$ cat src/rtl/the_pkg.sv
`default_nettype none
// ============================================================================
// Tilt/heading package
// Shared constants and the queue entry type of the tilt and heading estimator.
// ============================================================================
package the_pkg;
    localparam int AngleFracBits   = 7;
    localparam int HeadingFracBits = 24;
    localparam int CordicSteps     = 20;
    localparam int IntAngBits      = 16;
    localparam int HdgW            = 33;
    localparam int RateMin         = 4;
    localparam int RateMax         = 6400;
    localparam int CW              = 50;  // CORDIC datapath width
    localparam int ZW              = 26;  // angle accumulator width
    localparam logic [HdgW-1:0] FullTurn = HdgW'(64'd360 << HeadingFracBits);
    localparam logic [31:0] GyroScale =
        32'(((64'd305 << HeadingFracBits) + 64'd5000) / 64'd10000);

    typedef struct packed {
        logic               kind;
        logic signed [15:0] accel_x;
        logic signed [15:0] accel_y;
        logic signed [15:0] accel_z;
        logic signed [15:0] gyro_x;
        logic signed [15:0] gyro_y;
        logic signed [15:0] gyro_z;
    } item_t;

    function automatic logic signed [ZW-1:0] atan_entry(input logic [4:0] i);
        logic signed [ZW-1:0] v;
        unique case (i)
            5'd0:  v = 26'sd2949120;
            5'd1:  v = 26'sd1740967;
            5'd2:  v = 26'sd919879;
            5'd3:  v = 26'sd466945;
            5'd4:  v = 26'sd234379;
            5'd5:  v = 26'sd117304;
            5'd6:  v = 26'sd58666;
            5'd7:  v = 26'sd29335;
            5'd8:  v = 26'sd14668;
            5'd9:  v = 26'sd7334;
            5'd10: v = 26'sd3667;
            5'd11: v = 26'sd1833;
            5'd12: v = 26'sd917;
            5'd13: v = 26'sd458;
            5'd14: v = 26'sd229;
            5'd15: v = 26'sd115;
            5'd16: v = 26'sd57;
            5'd17: v = 26'sd29;
            5'd18: v = 26'sd14;
            5'd19: v = 26'sd7;
            default: v = '0;
        endcase
        return v;
    endfunction
endpackage
`default_nettype wire

$ cat src/rtl/the_queue.sv
`default_nettype none
// ============================================================================
// Item queue
// Two-entry queue between the front end and the compute engine.
// ============================================================================
module the_queue
    import the_pkg::*;
(
    input  wire logic  clk,
    input  wire logic  rst_n,
    input  wire logic  push,
    input  item_t      din,
    output logic       full,
    input  wire logic  pop,
    output item_t      dout,
    output logic       empty
);
    item_t       mem [2];
    logic        wp_reg, rp_reg;
    logic [1:0]  cnt_reg;

    assign full  = (cnt_reg == 2'd2);
    assign empty = (cnt_reg == 2'd0);
    assign dout  = mem[rp_reg];

    always_ff @(posedge clk)
    begin
        if (push && !full)
        begin
            mem[wp_reg] <= din;
        end
    end

    always_ff @(posedge clk or negedge rst_n)
    begin
        if (!rst_n)
        begin
            wp_reg  <= 1'b0;
            rp_reg  <= 1'b0;
            cnt_reg <= 2'd0;
        end
        else
        begin
            if (push && !full)
            begin
                wp_reg <= ~wp_reg;
            end
            if (pop && !empty)
            begin
                rp_reg <= ~rp_reg;
            end
            cnt_reg <= cnt_reg + 2'((push && !full) ? 1 : 0) - 2'((pop && !empty) ? 1 : 0);
        end
    end
endmodule
`default_nettype wire

$ cat src/rtl/the_engine.sv
`default_nettype none
// ============================================================================
// Compute engine
// Sequencer with a shared CORDIC, a bit-serial square root and a restoring
// divider for the heading increment; one result register at the output.
// ============================================================================
module the_engine
    import the_pkg::*;
(
    input  wire logic               clk,
    input  wire logic               rst_n,
    input  wire logic [12:0]        rate,
    input  item_t                   item,
    input  wire logic               item_valid,
    output logic                    item_take,
    output logic                    empty,
    input  wire logic               pop,
    output logic signed [15:0]      roll,
    output logic signed [14:0]      pitch,
    output logic [15:0]             heading,
    output logic signed [15:0]      out_accel_x,
    output logic signed [15:0]      out_accel_y,
    output logic signed [15:0]      out_accel_z,
    output logic signed [15:0]      out_gyro_x,
    output logic signed [15:0]      out_gyro_y,
    output logic signed [15:0]      out_gyro_z
);
    typedef enum logic [3:0] {
        S_IDLE, S_MUL, S_ROLL_INIT, S_ROLL, S_SQRT, S_PITCH_INIT, S_PITCH,
        S_DIV, S_HDG, S_OUT
    } state_t;

    state_t                 state_reg;
    item_t                  it_reg;
    logic [HdgW-1:0]        hdg_reg;
    logic signed [15:0]     prev_reg;
    logic signed [CW-1:0]   x_reg, y_reg;
    logic signed [ZW-1:0]   z_reg;
    logic [4:0]             step_reg;
    logic                   skip_reg;
    logic signed [15:0]     roll_reg;
    logic [52:0]            sq_n_reg;
    logic [52:0]            sq_res_reg;
    logic [52:0]            sq_bit_reg;
    logic [49:0]            num_reg;    // magnitude of numerator
    logic                   neg_reg;
    logic [13:0]            den_reg;
    logic [49:0]            quo_reg;
    logic [14:0]            rem_reg;
    logic [5:0]             dcnt_reg;
    logic                   full_reg;
    logic signed [15:0]     o_roll_reg;
    logic signed [14:0]     o_pitch_reg;
    logic [15:0]            o_hdg_reg;
    item_t                  o_it_reg;

    logic [12:0] rate_c;
    always_comb
    begin
        rate_c = rate;
        if (rate < 13'(RateMin)) rate_c = 13'(RateMin);
        if (rate > 13'(RateMax)) rate_c = 13'(RateMax);
    end

    // One CORDIC iteration.
    logic signed [CW-1:0] dx, dy, xn, yn;
    logic signed [ZW-1:0] zn;
    always_comb
    begin
        dx = y_reg >>> step_reg;
        dy = x_reg >>> step_reg;
        if (y_reg > 0)
        begin
            xn = x_reg + dx; yn = y_reg - dy; zn = z_reg + atan_entry(step_reg);
        end
        else
        begin
            xn = x_reg - dx; yn = y_reg + dy; zn = z_reg - atan_entry(step_reg);
        end
    end

    // Rounding to the output unit and clamping.
    function automatic logic signed [15:0] out_ang(input logic signed [ZW-1:0] z,
                                                   input logic signed [15:0] lim);
        logic signed [ZW-1:0] r;
        r = (z + ZW'(1 <<< (IntAngBits - AngleFracBits - 1)))
            >>> (IntAngBits - AngleFracBits);
        if (r > ZW'(lim)) r = ZW'(lim);
        if (r < -ZW'(lim)) r = -ZW'(lim);
        return 16'(r);
    endfunction

    localparam logic signed [ZW-1:0] Deg180 = ZW'(180 <<< IntAngBits);
    localparam logic signed [ZW-1:0] Deg90  = ZW'(90 <<< IntAngBits);
    localparam logic signed [15:0] Lim180 = 16'(180 <<< AngleFracBits);
    localparam logic signed [15:0] Lim90  = 16'(90 <<< AngleFracBits);

    // Special-case handling and quadrant fold at CORDIC entry.
    logic                  ini_skip;
    logic signed [ZW-1:0]  ini_z;
    logic signed [CW-1:0]  ini_x, ini_y;
    logic signed [CW-1:0]  op_y, op_x;
    always_comb
    begin
        ini_skip = 1'b0; ini_z = '0;
        if (op_y == 0)
        begin
            ini_skip = 1'b1; ini_z = (op_x >= 0) ? '0 : Deg180;
        end
        else if (op_x == 0)
        begin
            ini_skip = 1'b1; ini_z = (op_y > 0) ? Deg90 : -Deg90;
        end
        else if (op_x < 0)
        begin
            ini_z = (op_y > 0) ? Deg180 : -Deg180;
        end
        ini_x = ((op_x < 0) ? -op_x : op_x) <<< 20;
        ini_y = ((op_x < 0) ? -op_y : op_y) <<< 20;
    end
    always_comb
    begin
        if (state_reg == S_ROLL_INIT)
        begin
            op_y = CW'(it_reg.accel_y); op_x = CW'(it_reg.accel_z);
        end
        else
        begin
            op_y = -(CW'(it_reg.accel_x) <<< 10); op_x = CW'(sq_res_reg);
        end
    end

    logic [52:0] sq_try;
    assign sq_try = sq_res_reg + sq_bit_reg;
    logic [14:0] rem_sh;
    assign rem_sh = {rem_reg[13:0], num_reg[49]};

    logic out_load;
    assign out_load = (state_reg == S_OUT) && (!full_reg || pop);

    assign item_take = (state_reg == S_IDLE) && item_valid && (item.kind || !full_reg);
    assign empty = !full_reg;

    logic signed [16:0] gsum;
    assign gsum = 17'(it_reg.gyro_z) + 17'(prev_reg);
    // Magnitude as an unsigned value, so that the most negative sum stays exact.
    logic [16:0] gmag;
    assign gmag = gsum[16] ? 17'(-gsum) : 17'(gsum);

    logic signed [32:0] sq_prod;
    always_comb
    begin
        sq_prod = (step_reg == 5'd0) ? it_reg.accel_y * it_reg.accel_y
                                     : it_reg.accel_z * it_reg.accel_z;
    end

    logic [HdgW:0] hdg_up;
    assign hdg_up = (HdgW+1)'(hdg_reg) + (HdgW+1)'(quo_reg);

    always_ff @(posedge clk or negedge rst_n)
    begin
        if (!rst_n)
        begin
            state_reg <= S_IDLE;
            hdg_reg   <= '0;
            prev_reg  <= '0;
            full_reg  <= 1'b0;
        end
        else
        begin
            if (out_load)
                full_reg <= 1'b1;
            else if (pop && full_reg)
                full_reg <= 1'b0;
            unique case (state_reg)
                S_IDLE:
                begin
                    if (item_take)
                    begin
                        it_reg <= item;
                        if (item.kind)
                        begin
                            hdg_reg <= '0; prev_reg <= '0;
                        end
                        else
                        begin
                            state_reg <= S_MUL;
                            sq_n_reg <= '0;
                            step_reg <= '0;
                        end
                    end
                end
                S_MUL:
                begin
                    // Accumulate ay^2 then az^2, one multiply per cycle.
                    sq_n_reg <= sq_n_reg + (53'(sq_prod) << 20);
                    step_reg <= step_reg + 5'd1;
                    if (step_reg == 5'd1) state_reg <= S_ROLL_INIT;
                end
                S_ROLL_INIT:
                begin
                    x_reg <= ini_x; y_reg <= ini_y; z_reg <= ini_z;
                    skip_reg <= ini_skip; step_reg <= '0;
                    state_reg <= S_ROLL;
                    sq_res_reg <= '0;
                    sq_bit_reg <= 53'(1) << 52;
                end
                S_ROLL:
                begin
                    if (!skip_reg)
                    begin
                        x_reg <= xn; y_reg <= yn; z_reg <= zn;
                    end
                    step_reg <= step_reg + 5'd1;
                    if (skip_reg || step_reg == 5'(CordicSteps - 1))
                    begin
                        roll_reg  <= out_ang(skip_reg ? z_reg : zn, Lim180);
                        state_reg <= S_SQRT;
                    end
                end
                S_SQRT:
                begin
                    // One result bit per cycle.
                    if (sq_n_reg >= sq_try)
                    begin
                        sq_n_reg   <= sq_n_reg - sq_try;
                        sq_res_reg <= (sq_res_reg >> 1) + sq_bit_reg;
                    end
                    else
                    begin
                        sq_res_reg <= sq_res_reg >> 1;
                    end
                    sq_bit_reg <= sq_bit_reg >> 2;
                    if (sq_bit_reg[0]) state_reg <= S_PITCH_INIT;
                end
                S_PITCH_INIT:
                begin
                    x_reg <= ini_x; y_reg <= ini_y; z_reg <= ini_z;
                    skip_reg <= ini_skip; step_reg <= '0;
                    state_reg <= S_PITCH;
                end
                S_PITCH:
                begin
                    if (!skip_reg)
                    begin
                        x_reg <= xn; y_reg <= yn; z_reg <= zn;
                    end
                    step_reg <= step_reg + 5'd1;
                    if (skip_reg || step_reg == 5'(CordicSteps - 1))
                    begin
                        o_pitch_reg <= 15'(out_ang(skip_reg ? z_reg : zn, Lim90));
                        neg_reg   <= gsum[16];
                        num_reg   <= 50'(gmag) * 50'(GyroScale) + 50'(rate_c);
                        den_reg   <= {rate_c, 1'b0};
                        rem_reg   <= '0;
                        dcnt_reg  <= '0;
                        state_reg <= S_DIV;
                    end
                end
                S_DIV:
                begin
                    // Restoring division, one quotient bit per cycle.
                    if (rem_sh >= 15'(den_reg))
                    begin
                        rem_reg <= rem_sh - 15'(den_reg);
                        quo_reg <= {quo_reg[48:0], 1'b1};
                    end
                    else
                    begin
                        rem_reg <= rem_sh;
                        quo_reg <= {quo_reg[48:0], 1'b0};
                    end
                    num_reg  <= {num_reg[48:0], 1'b0};
                    dcnt_reg <= dcnt_reg + 6'd1;
                    if (dcnt_reg == 6'd49) state_reg <= S_HDG;
                end
                S_HDG:
                begin
                    if (neg_reg)
                    begin
                        hdg_reg <= (hdg_reg >= HdgW'(quo_reg)) ? hdg_reg - HdgW'(quo_reg)
                                   : hdg_reg + FullTurn - HdgW'(quo_reg);
                    end
                    else
                    begin
                        hdg_reg <= (hdg_up >= (HdgW+1)'(FullTurn))
                                   ? HdgW'(hdg_up - (HdgW+1)'(FullTurn))
                                   : HdgW'(hdg_up);
                    end
                    prev_reg  <= it_reg.gyro_z;
                    state_reg <= S_OUT;
                end
                S_OUT:
                begin
                    if (out_load)
                    begin
                        o_roll_reg <= roll_reg;
                        o_hdg_reg  <= 16'(hdg_reg >> (HeadingFracBits - AngleFracBits));
                        o_it_reg   <= it_reg;
                        state_reg  <= S_IDLE;
                    end
                end
                default: state_reg <= S_IDLE;
            endcase
        end
    end

    assign roll        = o_roll_reg;
    assign pitch       = o_pitch_reg;
    assign heading     = o_hdg_reg;
    assign out_accel_x = o_it_reg.accel_x;
    assign out_accel_y = o_it_reg.accel_y;
    assign out_accel_z = o_it_reg.accel_z;
    assign out_gyro_x  = o_it_reg.gyro_x;
    assign out_gyro_y  = o_it_reg.gyro_y;
    assign out_gyro_z  = o_it_reg.gyro_z;
endmodule
`default_nettype wire

$ cat src/rtl/tilt_and_heading_estimator.sv
`default_nettype none
// ============================================================================
// Tilt and heading estimator
// Roll and pitch from the accelerometer by CORDIC, heading by integrating
// the yaw rate.
// ============================================================================
// Input is a queue: an item transfers when push is high and full is low.
// Results are a queue: a result is on the ports while empty is low and
// transfers when pop is high. A reset item (kind = 1) clears the heading and
// the previous yaw rate and gives no result.
// A two-entry queue buffers items ahead of the engine. On its way from the
// input transfer to the result register a sample passes the queue, two
// multiplies, two 20-step CORDIC passes with a load step each on one shared
// iteration unit, 27 square-root steps, 50 divider steps, a heading update
// and the output load. A CORDIC pass whose operands lie on an axis ends at
// once without iterating. A reset item is handled in the idle state alone.
// The finished result sits in an output register; the engine may take the
// next sample only once that register is free, so it works on one sample at
// a time, and a stalled receiver fills the queue and then raises full.
// Reset zeroes the heading, empties queue and output; the rate register goes
// to 400 Hz. Write the rate register only while the block is idle.
// ============================================================================
module tilt_and_heading_estimator
    import the_pkg::*;
(
    input  wire logic               clk,
    input  wire logic               rst_n,
    input  wire logic               cfg_we,
    input  wire logic [12:0]        cfg_wdata,
    input  wire logic               push,
    output logic                    full,
    input  wire logic               kind,
    input  wire logic signed [15:0] accel_x,
    input  wire logic signed [15:0] accel_y,
    input  wire logic signed [15:0] accel_z,
    input  wire logic signed [15:0] gyro_x,
    input  wire logic signed [15:0] gyro_y,
    input  wire logic signed [15:0] gyro_z,
    output logic                    empty,
    input  wire logic               pop,
    output logic signed [15:0]      roll,
    output logic signed [14:0]      pitch,
    output logic [15:0]             heading,
    output logic signed [15:0]      out_accel_x,
    output logic signed [15:0]      out_accel_y,
    output logic signed [15:0]      out_accel_z,
    output logic signed [15:0]      out_gyro_x,
    output logic signed [15:0]      out_gyro_y,
    output logic signed [15:0]      out_gyro_z
);
    logic [12:0] rate_reg;
    item_t       din, qout;
    logic        q_empty, take;

    always_ff @(posedge clk or negedge rst_n)
    begin
        if (!rst_n)
        begin
            rate_reg <= 13'd400;
        end
        else if (cfg_we)
        begin
            rate_reg <= cfg_wdata;
        end
    end

    assign din = '{kind, accel_x, accel_y, accel_z, gyro_x, gyro_y, gyro_z};

    the_queue u_queue (
        .clk(clk), .rst_n(rst_n), .push(push), .din(din), .full(full),
        .pop(take), .dout(qout), .empty(q_empty)
    );

    the_engine u_engine (
        .clk(clk), .rst_n(rst_n), .rate(rate_reg), .item(qout),
        .item_valid(!q_empty), .item_take(take), .empty(empty), .pop(pop),
        .roll(roll), .pitch(pitch), .heading(heading),
        .out_accel_x(out_accel_x), .out_accel_y(out_accel_y),
        .out_accel_z(out_accel_z), .out_gyro_x(out_gyro_x),
        .out_gyro_y(out_gyro_y), .out_gyro_z(out_gyro_z)
    );
endmodule
`default_nettype wire

$ cat config.mk
export PLATFORM = sky130hd
export DESIGN_NAME = tilt_and_heading_estimator
export DESIGN_NICKNAME = d
export VERILOG_FILES = /design/src/rtl/the_pkg.sv /design/src/rtl/the_queue.sv /design/src/rtl/the_engine.sv /design/src/rtl/tilt_and_heading_estimator.sv
export SDC_FILE = /design/constraint.sdc
export NUM_CORES = 2
export LEC_CHECK = 0
export BUFFER_PORTS_ARGS = -buffer_cell sky130_fd_sc_hd__buf_2
export CAP_MARGIN = 5
export CORE_ASPECT_RATIO = 0.75
export CORE_MARGIN = 2
export CORE_UTILIZATION = 50
export CTS_BUF_LIST = sky130_fd_sc_hd__clkbuf_8 sky130_fd_sc_hd__clkbuf_16
export DETAILED_ROUTE_END_ITERATION = 8
export PLACE_DENSITY = 0.78
export SYNTH_ARGS = -nofsm -noshare
export SYNTH_HDL_FRONTEND = slang
export SYNTH_SLANG_ARGS = --single-unit
$ cat constraint.sdc
create_clock -name clk -period 18.5 [get_ports clk]
set_input_delay 2.775 -clock clk [delete_from_list [all_inputs] [get_ports clk]]
set_output_delay 2.775 -clock clk [all_outputs]
set_load 0.01 [all_outputs]
After elaboration in Yosys (flattened, before gate mapping). Memories as Yosys holds them, arrays and structs flattened. A register that Yosys moved wholly into a read port is not among the register bits. Index checks and enable logic that the tools add are counted.

Add/sub/neg operators: 27. $mul: 3. $lt $le $gt $ge: 14. Equal/unequal tests: 24. Shift operators: 2. Mux-type cells: 76. Bitwise gates (word level): 2. Reduce and logical (&&, ||, !) cells: 41.

Operator list (count): 2-to-1 mux 26 bit (15); 2-to-1 mux 50 bit (7); case mux 50 bit (2 select lines) (3); 2-to-1 mux 53 bit (4); case mux 53 bit (2 select lines) (2); 2-to-1 mux 33 bit (6); case mux 53 bit (3 select lines) (1); adder 53 bit (2); adder 50 bit (2); greater-than comparator 50 x 1 -> 1 bit (second input constant) (2); logical NOT 50 bit (2); >>> shifter 50 x 5 -> 50 bit (2); subtractor 50 bit (2); case mux 33 bit (2 select lines) (1); subtractor 33 bit (2); multiplier 16 x 16 -> 32 bit (2); 2-to-1 mux 30 bit (2); negation 30 bit (2); adder 52 x 53 -> 53 bit (1); >= comparator 53 bit (1); subtractor 53 bit (1); case mux 26 bit (2 select lines) (1); >= comparator 50 x 1 -> 1 bit (second input constant) (1); < comparator 50 x 1 -> 1 bit (second input constant) (1); 65 further kinds (124).

Register bits after elaboration: 735. Memory bits (writable): 194. Memory bits (read-only): 1408. Input port bits: 115. Output and inout bits: 145. Word-level logic and storage cells: 230. Memories: 3.

Memory list: (no name shown) (words 32, bits a word 22, read ports 1, clocked after Yosys merged registers in 1, wr ports 0, line the_pkg.sv:32) `unique case (i)`; (no name shown) (words 32, bits a word 22, read ports 1, clocked after Yosys merged registers in 1, wr ports 0, line the_pkg.sv:32); u_queue.mem (words 2, bits a word 97, read ports 1, clocked after Yosys merged registers in 0, wr ports 1, line the_queue.sv:18) `item_t mem [2];`.

Logic depth before layout (Yosys ltp).
Word-level depth: 11. Depth in mapped cells: 44. Gate-level depth less buffers: 42.

Modules after synthesis. Synthesis repeated with hierarchy kept, for this count alone.

Cell total of the unflattened synthesis: 9366. Area total of the unflattened synthesis: 91965.7 µm².

By module, submodules not included: the_engine (instances 1, cells an instance 9018, area each 84167.0 µm², seq. area each 20950.1 µm²); the_queue (instances 1, cells an instance 320, area each 7270.7 µm², seq. area each 5925.7 µm²); tilt_and_heading_estimator (instances 1, cells an instance 28, area each 528.0 µm², seq. area each 329.1 µm²).

Worst setup path before layout. OpenSTA, ideal clock, no wires.

Kind: input to register. From: input pop. To: register u_engine.o_hdg_reg[0], in the netlist u_engine.heading[0], enable pin. Setup time: 772 ps. Data arrival time: 11574 ps. Setup slack: 6154 ps. Stages: 3. Path buffers: 0. Cell sequence: nand2b_1 nand2_1 nor3_1.

Cells in the longest elaborated chain, start to end: 3.

RTL lines: from (decl) (line tilt_and_heading_estimator.sv:40) `input wire logic pop,`; logical OR 1 bit (line the_engine.sv:139) `assign out_load = (state_reg == S_OUT) && (!full_reg || pop);`; logical AND 1 bit (line the_engine.sv:139); AND reduction 3 bit (no source line); to (signal assigned) (line the_engine.sv:298) `o_hdg_reg <= 16'(hdg_reg >> (HeadingFracBits - AngleFracBits));`; to (decl) (line the_engine.sv:54) `logic [15:0] o_hdg_reg;`.

No other way between the ends. A chain may end at the register's enable or synchronous reset.

Worst setup path in the final report.
From: register u_engine.it_reg[0] (netlist bit). To: register u_engine.num_reg[34], data pin.

Cells in the longest elaborated chain, start to end: 7.

RTL lines: from (decl) (line the_engine.sv:34) `item_t it_reg;`; from (signal assigned) (line the_engine.sv:180) `it_reg <= item;`; adder 16 x 16 -> 17 bit * (line the_engine.sv:145) `assign gsum = 17'(it_reg.gyro_z) + 17'(prev_reg);`; negation 17 bit (line the_engine.sv:148) `assign gmag = gsum[16] ? 17'(-gsum) : 17'(gsum);`; 2-to-1 mux 17 bit * (line the_engine.sv:148); multiplier 17 x 19 -> 36 bit * (line the_engine.sv:253) `num_reg <= 50'(gmag) * 50'(GyroScale) + 50'(rate_c);`; adder 36 x 13 -> 37 bit * (line the_engine.sv:253); 2-to-1 mux 50 bit * (line the_engine.sv:249) `if (skip_reg || step_reg == 5'(CordicSteps - 1))`; case mux 50 bit (2 select lines) * (line the_engine.sv:175) `unique case (state_reg)`; to (signal assigned) (line the_engine.sv:253); to (signal assigned) (line the_engine.sv:273) `num_reg <= {num_reg[48:0], 1'b0};`; to (decl) (line the_engine.sv:45) `logic [49:0] num_reg;`.

Every way passes the cells marked *; elsewhere a longest branch is shown, timed or not. The select of a mux whose other input is x is not followed.

==> flow_metrics.env <==
export IMPL_final_setup_skew_ns=0.0437
export IMPL_end_kind="flop"
export IMPL_cts_buffers=100
export IMPL_yosys_warnings=0
export IMPL_synth_common_cells="inv_1 (1200), edfxtp_1 (832), ha_1 (755)"
export IMPL_num_vias=72200
export IMPL_synth_area_um2=91500
export IMPL_tritoncts="built"
export IMPL_start_util_pct=50.5
export IMPL_place_gp_congestion=1.01
export IMPL_path_max_fanout=20
export IMPL_drtAntennaViolNets=0
export IMPL_drt_first_iter_violations=7882
export IMPL_crit_required_ns=18.98
export IMPL_tightest_slew_ns=1.33
export IMPL_overflow=0
export IMPL_drv_cap=0
export IMPL_rsz0062_at_grt="no"
export IMPL_htree_levels=3
export IMPL_grt_pass1_vias=70600
export IMPL_insertion_delay_ns=0.77
export IMPL_final_setup_tns_ns=0
export IMPL_n_fill_cell=15400
export IMPL_path_clk_slew_ns=0.06
export IMPL_status="finished, final reports clean"
export IMPL_startpoint_type="flop"
export IMPL_portBuffers=259
export IMPL_die_area_um2=187000
export IMPL_rr_worst_depth=36
export IMPL_detailed_place_hpwl_mm=197
export IMPL_grt_pass1_wl_mm=401
export IMPL_area_growth_syn_to_layout_pct=7.71
export IMPL_fin_crit_ns=11.08
export IMPL_cts_sinks=925
export IMPL_async_flop_share_pct=7.68
export IMPL_grt_max_degree=145
export IMPL_r2r_slack_ns=7.42
export IMPL_place_ws_ns=7.53
export IMPL_cpMaxStageDelayCell="o41ai_1"
export IMPL_ctsHoldBuffers=0
export IMPL_synthTopCellsByArea="edfxtp_1 (27%), fa_1 (14%), ha_1 (10%), inv_1 (4.9%), mux4_2 (3.4%)"
export IMPL_hold_viol_final=0
export IMPL_cts_root_buf="clkbuf_16"
export IMPL_synth_edf_count=832
export IMPL_seq_area_frac_synth_pct=29.7
export IMPL_yosysTopAreaCell="edfxtp_1"
export IMPL_relSlewSlack_pct=10.4
export IMPL_synth_cells=9331
export IMPL_dr_pass1_iters=9
export IMPL_setup_ws_ns=7.42
export IMPL_final_max_slew_viol_count=0
export IMPL_synthesis_nets=10900
export IMPL_wl_per_cell_um=21.6
export IMPL_vias_per_cell=6.06
export IMPL_die_y_um=375
export IMPL_critical_path_max_stage_delay_ns=0.68
export IMPL_post_cts_buffers=0
export IMPL_die_w_um=498
export IMPL_hold_class="flop to flop"
export IMPL_antenna_found_initial=25
export IMPL_hold_path_end="u_engine.out_gyro_y[2]"
export IMPL_avgSynthCellArea_um2=9.81
export IMPL_nNetsFinal=11000
export IMPL_whs_path_depth=0
export IMPL_clock_tree_buffer_depth=3
export IMPL_synth_top_cell_area_share_pct=27.3
export IMPL_crit_top_cell="fa_1"
export IMPL_reg2reg_to="u_engine.num_reg[34]"
export IMPL_yosysUniqueCellTypes=113
export IMPL_drc=0
export IMPL_drive_above_1_share_pct=9.84
export IMPL_synth_top_flop_cell="edfxtp_1"
export IMPL_critPathArrivalTime_ns=11.55
export IMPL_post_cts_resized=0
export IMPL_grtUsageTotal_pct=27.2
export IMPL_placementRows=135
export IMPL_timing_fmax_mhz=90.3
export IMPL_wirelength_mm=257
export IMPL_cp_buffers_inverters=6
export IMPL_crit_family="compound AO/OA/AOI/OAI gates"
export IMPL_ys_seq_elements=925
export IMPL_setup_violations=0
export IMPL_core_um2=181000
export IMPL_yosysMostFrequentCell="inv_1"
export IMPL_path_class="flop to flop"
export IMPL_ios=260
export IMPL_worst_hold_slack_ns=0.418
export IMPL_holdCritStartpoint="u_engine.it_reg[18]"
export IMPL_r2r_start="u_engine.it_reg[0]"
export IMPL_finalCritPeriodShare_pct=59.9
export IMPL_largest_reg_flops=194
[cells by family (layout without fill, tap and decap cells)]
logic type / Yosys count / after routing / share of synthesized area (%)
simple gates: 2389 / 2389 / 12.5
compound gates: 1998 / 1998 / 13.9
buf+inv: 1556 / 1742 / 6.54
fa+ha+maj: 1404 / 1404 / 24.5
flops: 925 / 925 / 29.7
xor+xnor: 654 / 654 / 6.27
mux: 405 / 405 / 6.56
other cells: 0 / 5 / 0
[worst reg2reg max path, delay by kind of cell (launching register included)]
kind | cells | cell delay, ns
and+or+nand+nor | 2 | 0.20
AOI/OAI and AO/OA | 17 | 5.04
adders and majority gates | 9 | 3.87
xor gates and xnor gates | 2 | 0.78
DFF | 1 | 0.42
buffers and inverters | 6 | 0.50
[routing by layer]
metal	global-route usage, %	vias to the layer above	part of all wire [%]	routed length (um)
met5	0	-	0.077	197
met4	6.51	32	2.4	6090
met3	8.17	410	13	32900
met2	39.0	3597	41	106000
met1	40.0	35400	43	112000
li1	-	32700	-	-
[stage by stage]
step	cell area (um2)	cells	util [%]
3_3_place_gp	95200	11700	52.5
6_report	98600	11900	54.4
3_5_place_dp	95200	11700	52.5
5_1_grt	98600	11900	54.4
2_1_floorplan	91500	9331	-
4_1_cts	98600	11900	54.4
[layout by cell type (no fill, tap or decap), drive strengths merged, types with 22 or more instances in the layout]
master,instances
inv,1232
o211ai,35
nand2,707
o22ai,51
o31a,22
o31ai,68
dfrtp,68
buf,347
clkinv,39
mux4,139
xnor2,358
or3,60
a31oi,111
and2,177
fa,649
or2,37
o21a,81
nor2b,89
mux2i,104
and3,60
ha,755
mux2,162
nand4,49
edfxtp,832
nand3,121
nor4,52
a31o,32
dfxtp,22
nand2b,111
a21boi,28
nor3,156
a21o,180
nor2,675
clkbuf,108
a22o,32
xor2,296
a211oi,78
o21ai,493
a21oi,515
o21bai,84
[cell type report]
| type | count | area [um2] | area share, % |
|---|---|---|---|
| tap | 2397 | 3000 | 3.04 |
| multi-input combinational | 6850 | 58500 | 59.3 |
| sequential | 925 | 27200 | 27.6 |
| timing repair buffer | 347 | 1980 | 2.01 |
| clock buffer | 108 | 2660 | 2.70 |
| inverter | 1207 | 4530 | 4.60 |
| antenna | 5 | 12.5 | 0.0127 |
| clock inverter | 80 | 729 | 0.740 |
[worst max path at each step]
stage	start	to	slack [ns]	cells after the start
final	u_engine.it_reg[0]	u_engine.num_reg[34]	7.42	36
after global routing	u_engine.it_reg[0]	u_engine.num_reg[36]	6.54	36
after CTS	u_engine.it_reg[0]	u_engine.num_reg[34]	7.49	36
after detailed placement	u_engine.it_reg[0]	u_engine.num_reg[34]	7.53	36
after global placement	u_engine.it_reg[0]	u_engine.num_reg[34]	7.61	36
after floorplan	pop	u_engine.heading[0]	6.15	3
Power is not shown: default switching activity piles up to over one toggle a cycle in this logic, so the estimate is an artifact.
